==> config.mk <==
export PLATFORM = sky130hd
export DESIGN_NAME = address_region_table_with_locks_top
export DESIGN_NICKNAME = d
export VERILOG_FILES = /design/src/artl_pkg.sv /design/src/artl_match.sv /design/src/address_region_table_with_locks_top.sv
export VERILOG_INCLUDE_DIRS = /design/src /design/src/src
export SDC_FILE = /design/constraint.sdc
export NUM_CORES = 2
export LEC_CHECK = 0
export BUFFER_PORTS_ARGS = -buffer_cell sky130_fd_sc_hd__buf_2
export CELL_PAD_IN_SITES_DETAIL_PLACEMENT = 1
export CELL_PAD_IN_SITES_GLOBAL_PLACEMENT = 1
export CORE_MARGIN = 2
export CORE_UTILIZATION = 53
export CTS_CLUSTER_DIAMETER = 60
export DETAILED_ROUTE_END_ITERATION = 10
export GPL_ROUTABILITY_DRIVEN = 1
export PLACE_DENSITY = 0.88
export SLEW_MARGIN = 20
export SYNTH_ARGS = -nofsm -noshare
export SYNTH_HDL_FRONTEND = slang
export SYNTH_HIERARCHICAL = 1
export SYNTH_SLANG_ARGS = --single-unit
export TNS_END_PERCENT = 100
==> constraint.sdc <==
create_clock -name clock -period 19.4 [get_ports clock]
set_clock_uncertainty 0.05 [all_clocks]
set_input_delay 0.97 -clock clock [delete_from_list [all_inputs] [get_ports clock]]
set_output_delay 0.97 -clock clock [all_outputs]
set_load 0.01 [all_outputs]
==> src/assert_macros.svh <==
// ----------------------------------------------------------------------------
// assert_macros.svh
// shared concurrent assertion macros for the region table
// ----------------------------------------------------------------------------
`ifndef ASSERT_MACROS_SVH
`define ASSERT_MACROS_SVH

// condition holds at every clock edge outside reset
`define ASSERT_ALWAYS(label, clk, rst, cond, msg) \
   label: assert property (@(posedge clk) disable iff (rst) (cond)) else $error(msg);

// antecedent implies consequent in the same cycle
`define ASSERT_IMPLY(label, clk, rst, ante, cons, msg) \
   label: assert property (@(posedge clk) disable iff (rst) (ante) |-> (cons)) else $error(msg);

// antecedent implies consequent in the following cycle
`define ASSERT_NEXT(label, clk, rst, ante, cons, msg) \
   label: assert property (@(posedge clk) disable iff (rst) (ante) |=> (cons)) else $error(msg);

`endif

==> src/artl_pkg.sv <==
// ----------------------------------------------------------------------------
// artl_pkg
// types, codes and sizes shared by the address region table
// ----------------------------------------------------------------------------
`default_nettype none

package artl_pkg;

   // table size and derived widths
   localparam int MaxRegions = 16;
   localparam int SlotW      = (MaxRegions > 1) ? $clog2(MaxRegions) : 1;
   localparam int CountW     = $clog2(MaxRegions + 1);

   // transaction modes
   localparam logic [1:0] ModeInsert  = 2'd0;
   localparam logic [1:0] ModeLookup  = 2'd1;
   localparam logic [1:0] ModeRelease = 2'd2;
   localparam logic [1:0] ModeFlush   = 2'd3;

   // result status codes
   localparam logic [1:0] StatusOk        = 2'd0;
   localparam logic [1:0] StatusDuplicate = 2'd1;
   localparam logic [1:0] StatusFull      = 2'd2;
   localparam logic [1:0] StatusNone      = 2'd1;
   localparam logic [1:0] StatusBusy      = 2'd2;
   localparam logic [1:0] StatusUnlocked  = 2'd1;

   typedef struct packed {
      logic [1:0]         mode;
      logic signed [31:0] region_index;
      logic [63:0]        region_base;
      logic [63:0]        region_length;
      logic [63:0]        access_address;
      logic [31:0]        access_len;
      logic [3:0]         release_slot;
   } req_type;

   typedef struct packed {
      logic [1:0]         status;
      logic [3:0]         slot;
      logic signed [31:0] matched_index;
   } rsp_type;

   // one stored region
   typedef struct packed {
      logic signed [31:0] index;
      logic [63:0]        base;
      logic [63:0]        length;
   } entry_type;

   // outcome of checking one entry
   typedef struct packed {
      logic index_hit;
      logic covers;
   } match_type;

endpackage

`default_nettype wire

==> src/artl_match.sv <==
// ----------------------------------------------------------------------------
// artl_match
// shared compare unit: checks one stored region against the transaction
// ----------------------------------------------------------------------------
`default_nettype none

module artl_match (
   input  artl_pkg::entry_type  entry,
   input  logic signed [31:0]   key_index,
   input  logic [63:0]          access_address,
   input  logic [63:0]          access_top,
   output artl_pkg::match_type  result
);

   logic [63:0] region_top;

   // end of region, wrapping modulo 2^64
   assign region_top = entry.base + entry.length;

   // duplicate index and range coverage
   assign result.index_hit = (entry.index == key_index);
   assign result.covers    = (entry.base <= access_address) && (region_top >= access_top);

endmodule

`default_nettype wire

==> src/address_region_table_with_locks_top.sv <==
// ----------------------------------------------------------------------------
// address_region_table_with_locks_top
// region table with per-region write locks, scanned one slot per cycle
// ----------------------------------------------------------------------------
//
//   channel   ports                     handshake
//   -------   -----------------------   ------------------------------------
//   request   start, busy, req_item     taken when start high and busy low
//   response  rsp_strobe, rsp_item      valid for one cycle, no back-pressure
//
// an insert or lookup on a non-empty table scans until a hit or the last
// stored slot; release, flush and empty-table requests skip the scan
// the scan reads one slot per cycle from the region memory through the
// single compare unit, inserts scan upwards, lookups scan downwards
// the response appears in the cycle in which busy falls again
// synchronous reset empties the table and clears all locks at once
//
`default_nettype none

`include "assert_macros.svh"

module address_region_table_with_locks_top (
   input  logic              clock,
   input  logic              reset,
   input  logic              start,
   output logic              busy,
   input  artl_pkg::req_type req_item,
   output logic              rsp_strobe,
   output artl_pkg::rsp_type rsp_item
);

   typedef enum logic [1:0] {
      IDLE,
      SCAN,
      DONE
   } state_type;

   state_type                       state_ff, state_in;
   artl_pkg::req_type               req_ff, req_in;
   logic [63:0]                     top_ff, top_in;
   logic [artl_pkg::SlotW-1:0]      ptr_ff, ptr_in;
   logic                            hit_ff, hit_in;
   logic [artl_pkg::SlotW-1:0]      hit_slot_ff, hit_slot_in;
   logic signed [31:0]              hit_index_ff, hit_index_in;
   logic [artl_pkg::CountW-1:0]     count_ff, count_in;
   logic [artl_pkg::MaxRegions-1:0] locks_ff, locks_in;
   logic                            rsp_valid_ff, rsp_valid_in;
   artl_pkg::rsp_type               rsp_ff, rsp_in;

   artl_pkg::entry_type             mem [artl_pkg::MaxRegions];
   artl_pkg::entry_type             rd_data_ff;
   artl_pkg::entry_type             wr_entry;
   logic                            wr_en;
   logic [artl_pkg::SlotW-1:0]      wr_slot;
   logic [artl_pkg::SlotW-1:0]      last_slot;
   logic [artl_pkg::SlotW-1:0]      rel_slot;
   artl_pkg::match_type             match;
   logic                            scan_hit;
   logic                            scan_last;

   // shared compare unit
   artl_match u_match (
      .entry          (rd_data_ff),
      .key_index      (req_ff.region_index),
      .access_address (req_ff.access_address),
      .access_top     (top_ff),
      .result         (match)
   );

   // slot helpers
   assign wr_slot   = artl_pkg::SlotW'(count_ff);
   assign last_slot = artl_pkg::SlotW'(count_ff - artl_pkg::CountW'(1));
   assign rel_slot  = artl_pkg::SlotW'(req_ff.release_slot);
   assign wr_entry  = '{index: req_ff.region_index, base: req_ff.region_base,
                        length: req_ff.region_length};

   // scan hit and end of scan, by direction
   always_comb begin
      if (req_ff.mode == artl_pkg::ModeInsert) begin
         scan_hit  = match.index_hit;
         scan_last = (artl_pkg::CountW'(ptr_ff) == count_ff - artl_pkg::CountW'(1));
      end else begin
         scan_hit  = match.covers;
         scan_last = (ptr_ff == '0);
      end
   end

   // sequencer next values
   always_comb begin
      state_in     = state_ff;
      req_in       = req_ff;
      top_in       = top_ff;
      ptr_in       = ptr_ff;
      hit_in       = hit_ff;
      hit_slot_in  = hit_slot_ff;
      hit_index_in = hit_index_ff;
      count_in     = count_ff;
      locks_in     = locks_ff;
      rsp_valid_in = 1'b0;
      rsp_in       = rsp_ff;
      wr_en        = 1'b0;
      case (state_ff)
         IDLE: begin
            if (start) begin
               req_in = req_item;
               top_in = req_item.access_address + 64'(req_item.access_len);
               hit_in = 1'b0;
               if ((count_ff != '0) && ((req_item.mode == artl_pkg::ModeInsert) ||
                                        (req_item.mode == artl_pkg::ModeLookup))) begin
                  state_in = SCAN;
                  ptr_in   = (req_item.mode == artl_pkg::ModeInsert) ? '0 : last_slot;
               end else begin
                  state_in = DONE;
               end
            end
         end
         SCAN: begin
            if (scan_hit) begin
               hit_in       = 1'b1;
               hit_slot_in  = ptr_ff;
               hit_index_in = rd_data_ff.index;
               state_in     = DONE;
            end else if (scan_last) begin
               state_in = DONE;
            end else if (req_ff.mode == artl_pkg::ModeInsert) begin
               ptr_in = ptr_ff + artl_pkg::SlotW'(1);
            end else begin
               ptr_in = ptr_ff - artl_pkg::SlotW'(1);
            end
         end
         DONE: begin
            state_in     = IDLE;
            rsp_valid_in = 1'b1;
            rsp_in       = '0;
            case (req_ff.mode)
               artl_pkg::ModeInsert: begin
                  if (hit_ff) begin
                     rsp_in.status = artl_pkg::StatusDuplicate;
                  end else if (count_ff >= artl_pkg::CountW'(artl_pkg::MaxRegions)) begin
                     rsp_in.status = artl_pkg::StatusFull;
                  end else begin
                     wr_en             = 1'b1;
                     locks_in[wr_slot] = 1'b0;
                     count_in          = count_ff + artl_pkg::CountW'(1);
                     rsp_in.status     = artl_pkg::StatusOk;
                     rsp_in.slot       = 4'(wr_slot);
                  end
               end
               artl_pkg::ModeLookup: begin
                  if (hit_ff) begin
                     rsp_in.slot          = 4'(hit_slot_ff);
                     rsp_in.matched_index = hit_index_ff;
                     if (locks_ff[hit_slot_ff]) begin
                        rsp_in.status = artl_pkg::StatusBusy;
                     end else begin
                        locks_in[hit_slot_ff] = 1'b1;
                        rsp_in.status         = artl_pkg::StatusOk;
                     end
                  end else begin
                     rsp_in.status = artl_pkg::StatusNone;
                  end
               end
               artl_pkg::ModeRelease: begin
                  if ((32'(req_ff.release_slot) < 32'(count_ff)) && locks_ff[rel_slot]) begin
                     locks_in[rel_slot] = 1'b0;
                     rsp_in.status      = artl_pkg::StatusOk;
                  end else begin
                     rsp_in.status = artl_pkg::StatusUnlocked;
                  end
               end
               default: begin
                  // flush
                  count_in      = '0;
                  locks_in      = '0;
                  rsp_in.status = artl_pkg::StatusOk;
               end
            endcase
         end
         default: state_in = IDLE;
      endcase
   end

   // state and registered outputs
   always_ff @(posedge clock) begin
      if (reset) begin
         state_ff     <= IDLE;
         count_ff     <= '0;
         locks_ff     <= '0;
         rsp_valid_ff <= 1'b0;
      end else begin
         state_ff     <= state_in;
         count_ff     <= count_in;
         locks_ff     <= locks_in;
         rsp_valid_ff <= rsp_valid_in;
      end
      req_ff       <= req_in;
      top_ff       <= top_in;
      ptr_ff       <= ptr_in;
      hit_ff       <= hit_in;
      hit_slot_ff  <= hit_slot_in;
      hit_index_ff <= hit_index_in;
      rsp_ff       <= rsp_in;
   end

   // region memory, one write and one registered read
   always_ff @(posedge clock) begin
      if (wr_en) begin
         mem[wr_slot] <= wr_entry;
      end
      rd_data_ff <= mem[ptr_in];
   end

   assign busy       = (state_ff != IDLE);
   assign rsp_strobe = rsp_valid_ff;
   assign rsp_item   = rsp_ff;

   // checks
   `ASSERT_ALWAYS(a_count_range, clock, reset, count_ff <= artl_pkg::CountW'(artl_pkg::MaxRegions), "entry count beyond table size")
   `ASSERT_NEXT(a_accept_busy, clock, reset, start && !busy, busy, "accepted transaction did not raise busy")
   `ASSERT_NEXT(a_done_strobe, clock, reset, state_ff == DONE, rsp_strobe && !busy, "response missing after completion")
   `ASSERT_IMPLY(a_hit_in_range, clock, reset, (state_ff == DONE) && hit_ff, artl_pkg::CountW'(hit_slot_ff) < count_ff, "matched slot outside table")
   `ASSERT_NEXT(a_flush_clears, clock, reset, (state_ff == DONE) && (req_ff.mode == artl_pkg::ModeFlush), (count_ff == '0) && (locks_ff == '0), "flush left entries or locks")

endmodule

`default_nettype wire
Word level (Yosys, flattened, before mapping)
Memory sizes are Yosys's and may differ from the RTL's. A register that Yosys moved wholly into a read port is not among the register bits.
Cells that the tools add are included.
{ "totals": {"word_cells": 131, "latchBits": 0, "rom_bits": 0, "input_bits": 265, "mem_count": 1, "ram_bits": 2560, "register_bits": 397} }
{ "op_classes": {"div_mod_pow": 0, "n_shift": 0, "add_sub_neg": 6, "bitwise": 6, "reduce_logical": 22, "mul": 0, "eq_ne": 15, "mux": 53, "magnitude_cmp": 10} }
{ "memory_table": {"columns": ["name", "depth", "width", "read_ports", "rd_clocked_by_memory_dff", "write_ports", "line", "text"], "rows": [
  ["mem", 16, 160, 1, 1, 1, "address_region_table_with_locks_top.sv:50", "artl_pkg::entry_type mem [artl_pkg::MaxRegions];"]
]} }
{ "op_table": {"columns": ["cell", "count"], "rows": [
  ["2-to-1 mux 16 bit", 5],
  ["adder 64 x 32 -> 64 bit", 1],
  ["adder 64 bit", 1],
  ["greater-or-equal comparator 64 bit", 1],
  ["<= comparator 64 bit", 1],
  ["one-hot mux 16 bit (3 select lines)", 1],
  ["2-to-1 mux 36 bit", 1],
  ["bitwise AND 16 bit", 2],
  ["equality test 32 bit", 1],
  ["2-to-1 mux 4 bit", 8],
  ["inverter 16 bit", 2],
  ["2-to-1 mux 1 bit", 17],
  ["2-to-1 mux 2 bit", 8],
  ["bitwise OR 16 bit", 1],
  ["one-hot mux 4 bit (2 select lines)", 2],
  ["< comparator 4 x 5 -> 1 bit (second input constant)", 3],
  ["inequality test 2 bit (second input constant)", 7],
  ["demux 1 bit (select 4 bit)", 3],
  ["greater-or-equal comparator 4 x 1 -> 1 bit (second input constant)", 3],
  ["2-to-1 mux 5 bit", 2],
  ["one-hot mux 5 bit (2 select lines)", 1],
  ["binary-select mux 1 bit (select 4 bit)", 2],
  ["AND reduction 2 bit", 4],
  ["equality test 2 x 1 -> 1 bit (second input constant)", 3],
  ["other kinds (23)", 32]
]} }

Logic depth before layout (Yosys ltp)
{ "depth": {"word_depth": 9, "mapped_depth": 35, "mapped_depth_nobuf": 30} }

By module
Netlist, hierarchy kept.
{ "by_module_without_submodules": {"columns": ["mod", "instances", "seq_area_each_um2", "area_each_um2", "cells_each"], "rows": [
  ["address_region_table_with_locks_top", 1, 91718.0, 117138.6, 6959],
  ["artl_match", 1, 0.0, 7447.1, 1038]
]} }

Worst setup path before layout
No wires, ideal clock.
{ "synth_timing": {"kind": "register -> register", "startpoint": "register state_ff[0]", "endpoint": "memory mem[2][0] in the netlist's numbering (enable)", "setup_ns": 0.875, "path_stages_with_launch": 6, "required_time_ns": 18.475, "t_arrival_ns": 13.386, "path_slack_ns": 5.089, "path_buffers": 1, "cell_sequence": "dfxtp_1 clkbuf_1 nor2_1 and2_1 nand2_1 nor3_1"} }
{ "synth_between": {"elab_chain_cells": 4} }
{ "synth_lines": {"columns": ["item", "line", "text"], "rows": [
  ["start: declaration", "address_region_table_with_locks_top.sv:38", "state_type state_ff, state_in;"],
  ["start signal: assignment", "address_region_table_with_locks_top.sv:191", "state_ff <= state_in;"],
  ["equality test 2 bit", "address_region_table_with_locks_top.sv:102", "case (state_ff)"],
  ["2-to-1 mux 1 bit", "address_region_table_with_locks_top.sv:102", null],
  ["2-to-1 mux 1 bit", "address_region_table_with_locks_top.sv:207", "if (wr_en) begin"],
  ["2-to-1 mux 1 bit (not written as such)", "address_region_table_with_locks_top.sv:208", "mem[wr_slot] <= wr_entry;"],
  ["end: declaration", "address_region_table_with_locks_top.sv:50", null]
]} }
No other way between the ends.

==> flow_metrics.py <==
metrics = {
    "worst_setup_path": {
        "cp.required_ns": 20.09,
        "worstSetupStartpointType": "flip-flop",
        "reg2reg_from": "rd_data_ff[64]",
        "crit_buf_inv": 5,
        "slowest_delay_ns": 0.87,
        "rrSetupSlack_ns": 8.09,
        "reg2reg_depth": 30,
        "crit_path_top_delay_cell": "buf_4",
        "path_max_fanout": 135,
        "crit_family": "buffers and inverters",
        "endpoint_kind": "flip-flop",
        "path_class": "flip-flop to flip-flop",
        "r2r_end": "rd_data_ff[9]",
        "cp.arrival_ns": 12.00,
    },
    "grt": {
        "grt_max_degree": 154,
        "grt_pass1_wl_mm": 630,
        "track_usage_pct": 37.1,
        "grt-ovfl-total": 0,
        "grt_pass1_vias": 84595,
        "antenna_found_initial": 57,
    },
    "logic_synthesis": {
        "synth_cell_types": 98,
        "syn_area_um2": 125000,
        "synth_ff_type": "edfxtp_1",
        "synth_mux_area_share_pct": 7.94,
        "yosys.area_share.xor_xnor_pct": 1.12,
        "synth_edf_count": 2929,
        "synth_simple_gate_area_share_pct": 6.32,
        "ys_warn_count": 6,
        "syn_nets": 8501,
        "synth_seq_cells": 3117,
        "yosysSeqAreaShare_pct": 73.6,
        "synth_top_family_by_area": "multiplexers",
        "synth_compound_area_share_pct": 6.53,
        "synthCells": 7997,
        "async_flop_share_pct": 0,
        "synth-adder-area-share_pct": 2.42,
        "postSynthAreaPerCell_um2": 15.6,
    },
    "clock_network": {
        "cts_tree": "done",
        "numCtsBuffers": 326,
        "cts_buffer_depth": 4,
        "clk_latency_ns": 1.01,
        "post_cts_resized": 0,
        "clock-root-buffer": "clkbuf_16",
        "path_clk_slew_ns": 0.07,
        "htree_levels": 5,
        "clock-sinks": 3117,
        "cts_setup_buffers": 0,
        "hold_buffers": 0,
    },
    "floorplan": {
        "rows": 177,
        "io_pins": 305,
        "core_um2": 233000,
        "die_y_um": 489,
        "start_util_pct": 53.4,
        "dieArea_um2": 239000,
        "fp.dieW_um": 489,
    },
    "routing": {
        "antenna_left": 0,
        "drt_iter0_markers": 13841,
        "route.detailed.drc": 0,
        "vias_per_cell": 7.04,
        "wirelength_mm": 467,
        "dr.pass1.iters": 6,
        "post_drt_wl_per_cell_um": 39.8,
        "vias": 82542,
    },
    "timing": {
        "fin_crit_ns": 11.31,
        "finalMaxSlewViolations": 0,
        "worst_pin_slew_ns": 1.25,
        "slew_headroom_pct": 15.7,
        "rsz0062_at_grt": "no",
        "fmax_ghz": 0.0884,
        "fin_crit_sh_pct": 58.3,
        "fin_setup_tns_ns": 0,
        "setup_viol": 0,
        "hold_violations": 0,
    },
    "hold_path": {
        "worstHoldPathType": "input pin to flip-flop",
        "holdPathStages": 1,
        "hold_start": "req_item[117]",
        "hold-path-endpoint": "req_ff[117]",
    },
    "placement": {
        "portBuffers": 304,
        "gp_congestion": 0.926,
        "hpwl_mm": 233,
    },
    "pwr": {
        "p_leak_nw": 54.2,
        "ir_worst_vdd_uv": 190,
        "power_density_nw_per_um2": 143,
        "total_power_mw": 20.1,
    },
    "final_layout": {
        "nets": 8839,
        "drive_gt1_share_pct": 11.5,
        "syn2layout_area_growth_pct": 12.7,
        "fillerInstances": 20804,
        "final_common_cell": "edfxtp_1",
        "final_cell_mix": "edfxtp_1 (2929), mux2i_1 (966), nand2_1 (528)",
    },
    "run_status": {
        "outcome": "finished clean",
    },
    "flow_run": {
        "maxCapViolations": 0,
    },
}
metrics by stage:
stage / util (%) / cells / hold slack [ns] / instance area, um^2 / setup WS, ns
after floorplan: - / 7997 / 0.378 / 125000 / 5.09
after detailed placement: 55.6 / 11133 / 0.396 / 130000 / 8.68
final: 60.2 / 11732 / 0.0948 / 140000 / 8.09
after global routing: 60.2 / 11717 / 0.0700 / 140000 / 7.92
after global placement: 55.5 / 11131 / 0.384 / 130000 / 8.84
after CTS: 60.1 / 11708 / 0.0513 / 140000 / 8.43
worst max-delay path by stage:
stage                      end  cells after the start  slack [ns]           start
2_1_floorplan        mem[2][0]                      5        5.09     state_ff[0]
3_3_place_gp    rd_data_ff[55]                     28        8.84   rd_data_ff[1]
3_5_place_dp   rd_data_ff[139]                     29        8.68  rd_data_ff[18]
4_1_cts        rd_data_ff[148]                     30        8.43  rd_data_ff[64]
5_1_grt          rd_data_ff[9]                     29        7.92  rd_data_ff[70]
6_report         rd_data_ff[9]                     30        8.09  rd_data_ff[64]
Yosys cell counts (11+ instances only):
cell type  count  area (um^2)
a211oi_1      24          180
buf_2        136          681
clkbuf_1     217          815
and3_1        57          357
a31oi_1       19          119
dfxtp_1      188         3760
nor4_1        48          300
nor2b_1       20          125
edfxtp_1    2929        88000
ha_1         236         2950
buf_6         12          135
nand2_1      533         2000
inv_1        187          702
nor3_1       177          886
o21bai_1      33          248
a32o_1        30          300
buf_1         25         93.8
xnor2_1       80          701
nand4_1       79          494
a2111o_1      49          552
a21o_1       119          893
mux2i_1      966         9670
nand3_1       39          195
xor2_1        77          674
o21ai_0      112          561
a21oi_1      287         1440
o22ai_1      438         2740
nor2_1       527         1980
buf_4         11         82.6
or4_1        134         1010
nand2b_1      16          100
a41oi_1       16          140
cell families after synthesis:
logic type / Yosys count
flip-flops: 3117
AND/OR/NAND/NOR: 1682
AO/OA/AOI/OAI: 1230
multiplexers: 976
buffers and inverters: 595
adder cells (fa/ha/maj): 239
XOR/XNOR: 158
final cells by class:
class / instances / area [um^2] / share of cell area (%)
antenna: 18 / 45.0 / 0.0321
clock buffer: 423 / 8960 / 6.38
clock inverter: 152 / 1680 / 1.20
inverter: 188 / 721 / 0.513
multi-input combinational: 4285 / 30600 / 21.8
sequential: 3117 / 91700 / 65.3
tap: 3132 / 3920 / 2.79
timing repair buffer: 417 / 2720 / 1.93
sequential cells by signal, summed over array words and instances, names as in the netlist:
register / flops
rel_slot: 4
rsp_strobe: 1
hit_ff: 1
hit_slot_ff: 4
req_ff: 226
count_ff: 5
top_ff: 64
locks_ff: 16
mem: 2560
hit_index_ff: 32
rd_data_ff: 160
rsp_item: 38
ptr_ff: 4
state_ff: 2
per-layer routing:
layer  share of wire [%]  vias up  GRT usage (%)  wire (um)
met2                  45     7854           57.4     210000
li1                    -    31599              -          -
met1                  34    40915           46.4     157000
met4                 7.8       54           24.7      36600
met3                  14     2120           9.53      63300
met5               0.073        -              0        339
power by group:
group          internal [mW]  total, mW  switching, mW
registers               7.64       8.07          0.430
logic                   1.70       5.39           3.69
clock network           3.72       6.63           2.92
Power figures use the tool's default switching activity.
